==> config.mk <==
export PLATFORM = sky130hd
export DESIGN_NAME = mnpr_ram
export DESIGN_NICKNAME = d
export VERILOG_FILES = /design/src/design/mnpr_ram.sv
export SDC_FILE = /design/constraint.sdc
export NUM_CORES = 1
export LEC_CHECK = 0
export BUFFER_PORTS_ARGS = -buffer_cell sky130_fd_sc_hd__buf_2
export CAP_MARGIN = 20
export CORE_ASPECT_RATIO = 1.2
export CORE_MARGIN = 5
export CORE_UTILIZATION = 61
export DETAILED_ROUTE_END_ITERATION = 10
export PLACE_DENSITY_LB_ADDON = 0.1
export SLEW_MARGIN = 10
export SYNTH_ARGS = -nofsm -noshare
export SYNTH_HDL_FRONTEND = slang
export SYNTH_SLANG_ARGS = --single-unit
==> constraint.sdc <==
create_clock -name clk -period 2.4 [get_ports clk]
set_input_delay 0 -clock clk [delete_from_list [all_inputs] [get_ports clk]]
set_output_delay 0 -clock clk [all_outputs]
set_load 0.03 [all_outputs]
==> src/design/mnpr_ram.sv <==
// Generic simple dual-port RAM: one write port, one read port with a
// registered read. Stand-alone, no package dependency.
module mnpr_ram #(
    parameter int WIDTH = 8,
    parameter int DEPTH = 16
) (
    input  logic                                     clk,
    input  logic                                     we,
    input  logic [((DEPTH > 1) ? $clog2(DEPTH) : 1)-1:0] waddr,
    input  logic [WIDTH-1:0]                         wdata,
    input  logic                                     re,
    input  logic [((DEPTH > 1) ? $clog2(DEPTH) : 1)-1:0] raddr,
    output logic [WIDTH-1:0]                         rdata
);

    logic [WIDTH-1:0] mem [DEPTH];

    always_ff @(posedge clk)
    begin
        if (we)
        begin
            mem[waddr] <= wdata;
        end
        if (re)
        begin
            rdata <= mem[raddr];
        end
    end

endmodule

==> impl_metrics.env <==
export IMPL_drv_cap=0
export IMPL_critPathKind="reg -> reg"
export IMPL_slew_headroom=0.469
export IMPL_worst_slack_ns=0.907
export IMPL_min_period_ns=1.49
export IMPL_yosysSeqAreaShare=0.781
export IMPL_arrival_ns=1.75
export IMPL_cts_sinks=136
export IMPL_cts_buffers=17
export IMPL_hold_path_class="in -> reg"
export IMPL_ys_warn_count=0
export IMPL_netlist_instances=229
export IMPL_hold_path_startpoint="waddr[0]"
export IMPL_final_antenna_net_count=0
export IMPL_die_width_um=94.5
export IMPL_yosys_area_share_simple=0.0314
export IMPL_n_antenna_cell=0
export IMPL_finalSetupViolations=0
export IMPL_area_growth_pct=16.9
export IMPL_grt_pass1_vias=2550
export IMPL_grt_ovfl_total=0
export IMPL_fin_nets=307
export IMPL_synthMuxAreaShare=0.148
export IMPL_crit_start="mem[1][0]$_DFFE_PP_"
export IMPL_grt_usage=0.199
export IMPL_cp_required_ns=2.66
export IMPL_rrSetupSlack_ns=0.91
export IMPL_power_density_nw_per_um2=818
export IMPL_routed_via_density=5.86
export IMPL_min_path_cells=3
export IMPL_fin_crit_sh=0.622
export IMPL_dieArea_um2=10500
export IMPL_dr_pass1_iters=4
export IMPL_pin_count=27
export IMPL_antenna_found_initial=0
export IMPL_ys_ff_latch=136
export IMPL_start_util=0.617
export IMPL_p_leak_uw=0.00207
export IMPL_hpwl_um=6020
export IMPL_r2r_end="rdata[0]$_DFFE_PP_"
export IMPL_htree_levels=4
export IMPL_startpoint_type="flip-flop"
export IMPL_core_area_um2=8470
export IMPL_fill_cells=506
export IMPL_synth_adder_area_share=0
export IMPL_tightest_slew_ns=0.794
export IMPL_cts_buffer_depth=2
export IMPL_drc=0
export IMPL_slew_violations=0
export IMPL_place_congestion=0.756
export IMPL_cp_max_fo=1
export IMPL_drtIter0Drc=180
export IMPL_die_h_um=111
export IMPL_drive_gt1_frac=0.272
export IMPL_fmax_mhz=670
export IMPL_outcome="finished, final reports clean"
export IMPL_synth_top_family_by_area="multiplexers"
export IMPL_wl_per_cell_um=22.2
export IMPL_cts_root_buffer="clkbuf_8"
export IMPL_finClkSkew_ns=0.00395
export IMPL_fin_util=0.721
export IMPL_syn_nets=248
export IMPL_grt_pass1_wl_um=14500
export IMPL_syn_avg_cell_area_um2=22.8
export IMPL_r2r_cells=3
export IMPL_synthXorXnorAreaFrac=0
export IMPL_endpoint_kind="flip-flop"
export IMPL_grt_max_degree=33
export IMPL_routed_wl_um=9230
export IMPL_ys_types=18
export IMPL_synth_compound_area_frac=0.0230
export IMPL_whs_ns=0.0508
export IMPL_fin_tns_setup_ns=0
export IMPL_clkLatencyLatePin_ns=0.51
export IMPL_post_cts_buffers=0
export IMPL_port_buffers=26
export IMPL_preCtsSetupSlack_ns=0.769
export IMPL_rsz0062_at_grt="false"
export IMPL_cts_tree="built"
export IMPL_regToRegStartpoint="mem[1][0]$_DFFE_PP_"
export IMPL_vias=2433
export IMPL_ir_drop_mv=0.532
export IMPL_rows=37
export IMPL_report_final_hold_viol_count=0
export IMPL_whs_endpoint="mem[0][3]$_DFFE_PP_"
export IMPL_synth_area_um2=5230
export IMPL_clkSlewWorstSetupHoldPaths_ns=0.05
==> worst max-delay path, cell delays in order (launching register included) <==
cell      delay (ns)
edfxtp_1        0.36
mux4_1          0.51
a22oi_1         0.28
nand2_1         0.10
==> what timing repair did <==
item / CTS / global route
hold buffers: 9 / 0
resized for setup: 0 / 0
endpoints found under the hold margin: 136 / 0
==> worst max-delay path by stage <==
| stage | end | slack [ns] | depth (start not counted) |
|---|---|---|---|
| global route | rdata[0]$_DFFE_PP_ | 0.83 | 3 |
| global placement | rdata[3]$_DFFE_PP_ | 0.81 | 5 |
| detailed placement | rdata[3]$_DFFE_PP_ | 0.77 | 5 |
| finish | rdata[0]$_DFFE_PP_ | 0.91 | 3 |
| floorplan | mem[0][0]$_DFFE_PP_ | 0.91 | 2 |
| CTS | rdata[3]$_DFFE_PP_ | 0.90 | 3 |
==> flip-flops by register name, indices dropped and copies added, names as in the netlist <==
signal / count
mem: 128
rdata: 8
==> power by group <==
| part | internal (uW) | leakage, uW | switching, uW | total, uW |
|---|---|---|---|---|
| registers | 2680 | 0.00124 | 12.4 | 2690 |
| clock network | 1220 | 0.000231 | 816 | 2040 |
| logic | 112 | 0.000600 | 157 | 269 |
==> layer usage <==
| metal | part of all wire | up-vias | track usage |
|---|---|---|---|
| met5 | 0 | - | 0 |
| met4 | 0.012 | 0 | 0.0751 |
| met3 | 0.067 | 10 | 0.0615 |
| met2 | 0.53 | 100 | 0.311 |
| met1 | 0.39 | 1225 | 0.266 |
| li1 | - | 1098 | - |
==> cells by family (layout without fill, tap and decap cells) <==
group | count (synthesis) | after routing
flops | 136 | 136
mux | 32 | 32
compound gates | 16 | 16
buf+inv | 10 | 79
simple gates | 35 | 35
==> through the flow <==
step / cell area (um^2) / total power (uW) / cells
finish: 6110 / 5000 / 415
global route: 6110 / 5190 / 415
CTS: 6110 / 5050 / 415
detailed placement: 5560 / 3000 / 377
global placement: 5560 / 2990 / 377
floorplan: 5230 / 2890 / 229
==> synthesized netlist by cell type (all sizes together) <==
cell type      number  area, um^2
edfxtp            136        4080
mux4               32         773
a22oi              16         120
nor2               13        48.8
nand2               9        33.8
buf                 7        56.3
nor3                4        20.0
clkdlybuf4s25       3        30.0
nand2b              2        12.5
nand3b              2        15.0
and2                1        6.26
and2b               1        7.51
nand3               1        5.00
nor2b               1        6.26
or3b                1        8.76
==> cell usage in the layout (no fill, tap or decap), drive strengths merged, types with 2 or more instances in the layout <==
master	Yosys	routed
nor3	4	4
nor2	13	13
nand2	9	9
edfxtp	136	136
clkbuf	0	21
nand3b	2	2
buf	7	41
dlygate4sd3	0	9
a22oi	16	16
mux4	32	32
clkinv	0	8
nand2b	2	2
==> layout make-up <==
class | count | area, um^2 | share of cell area
Clock buffer | 21 | 429 | 0.0702
Timing Repair Buffer | 50 | 358 | 0.0586
Sequential cell | 136 | 4080 | 0.668
Multi-Input combinational cell | 83 | 1060 | 0.173
Tap cell | 117 | 146 | 0.0240
Clock inverter | 8 | 35.0 | 0.00573
Note: power is estimated with default switching activity, not from simulation.
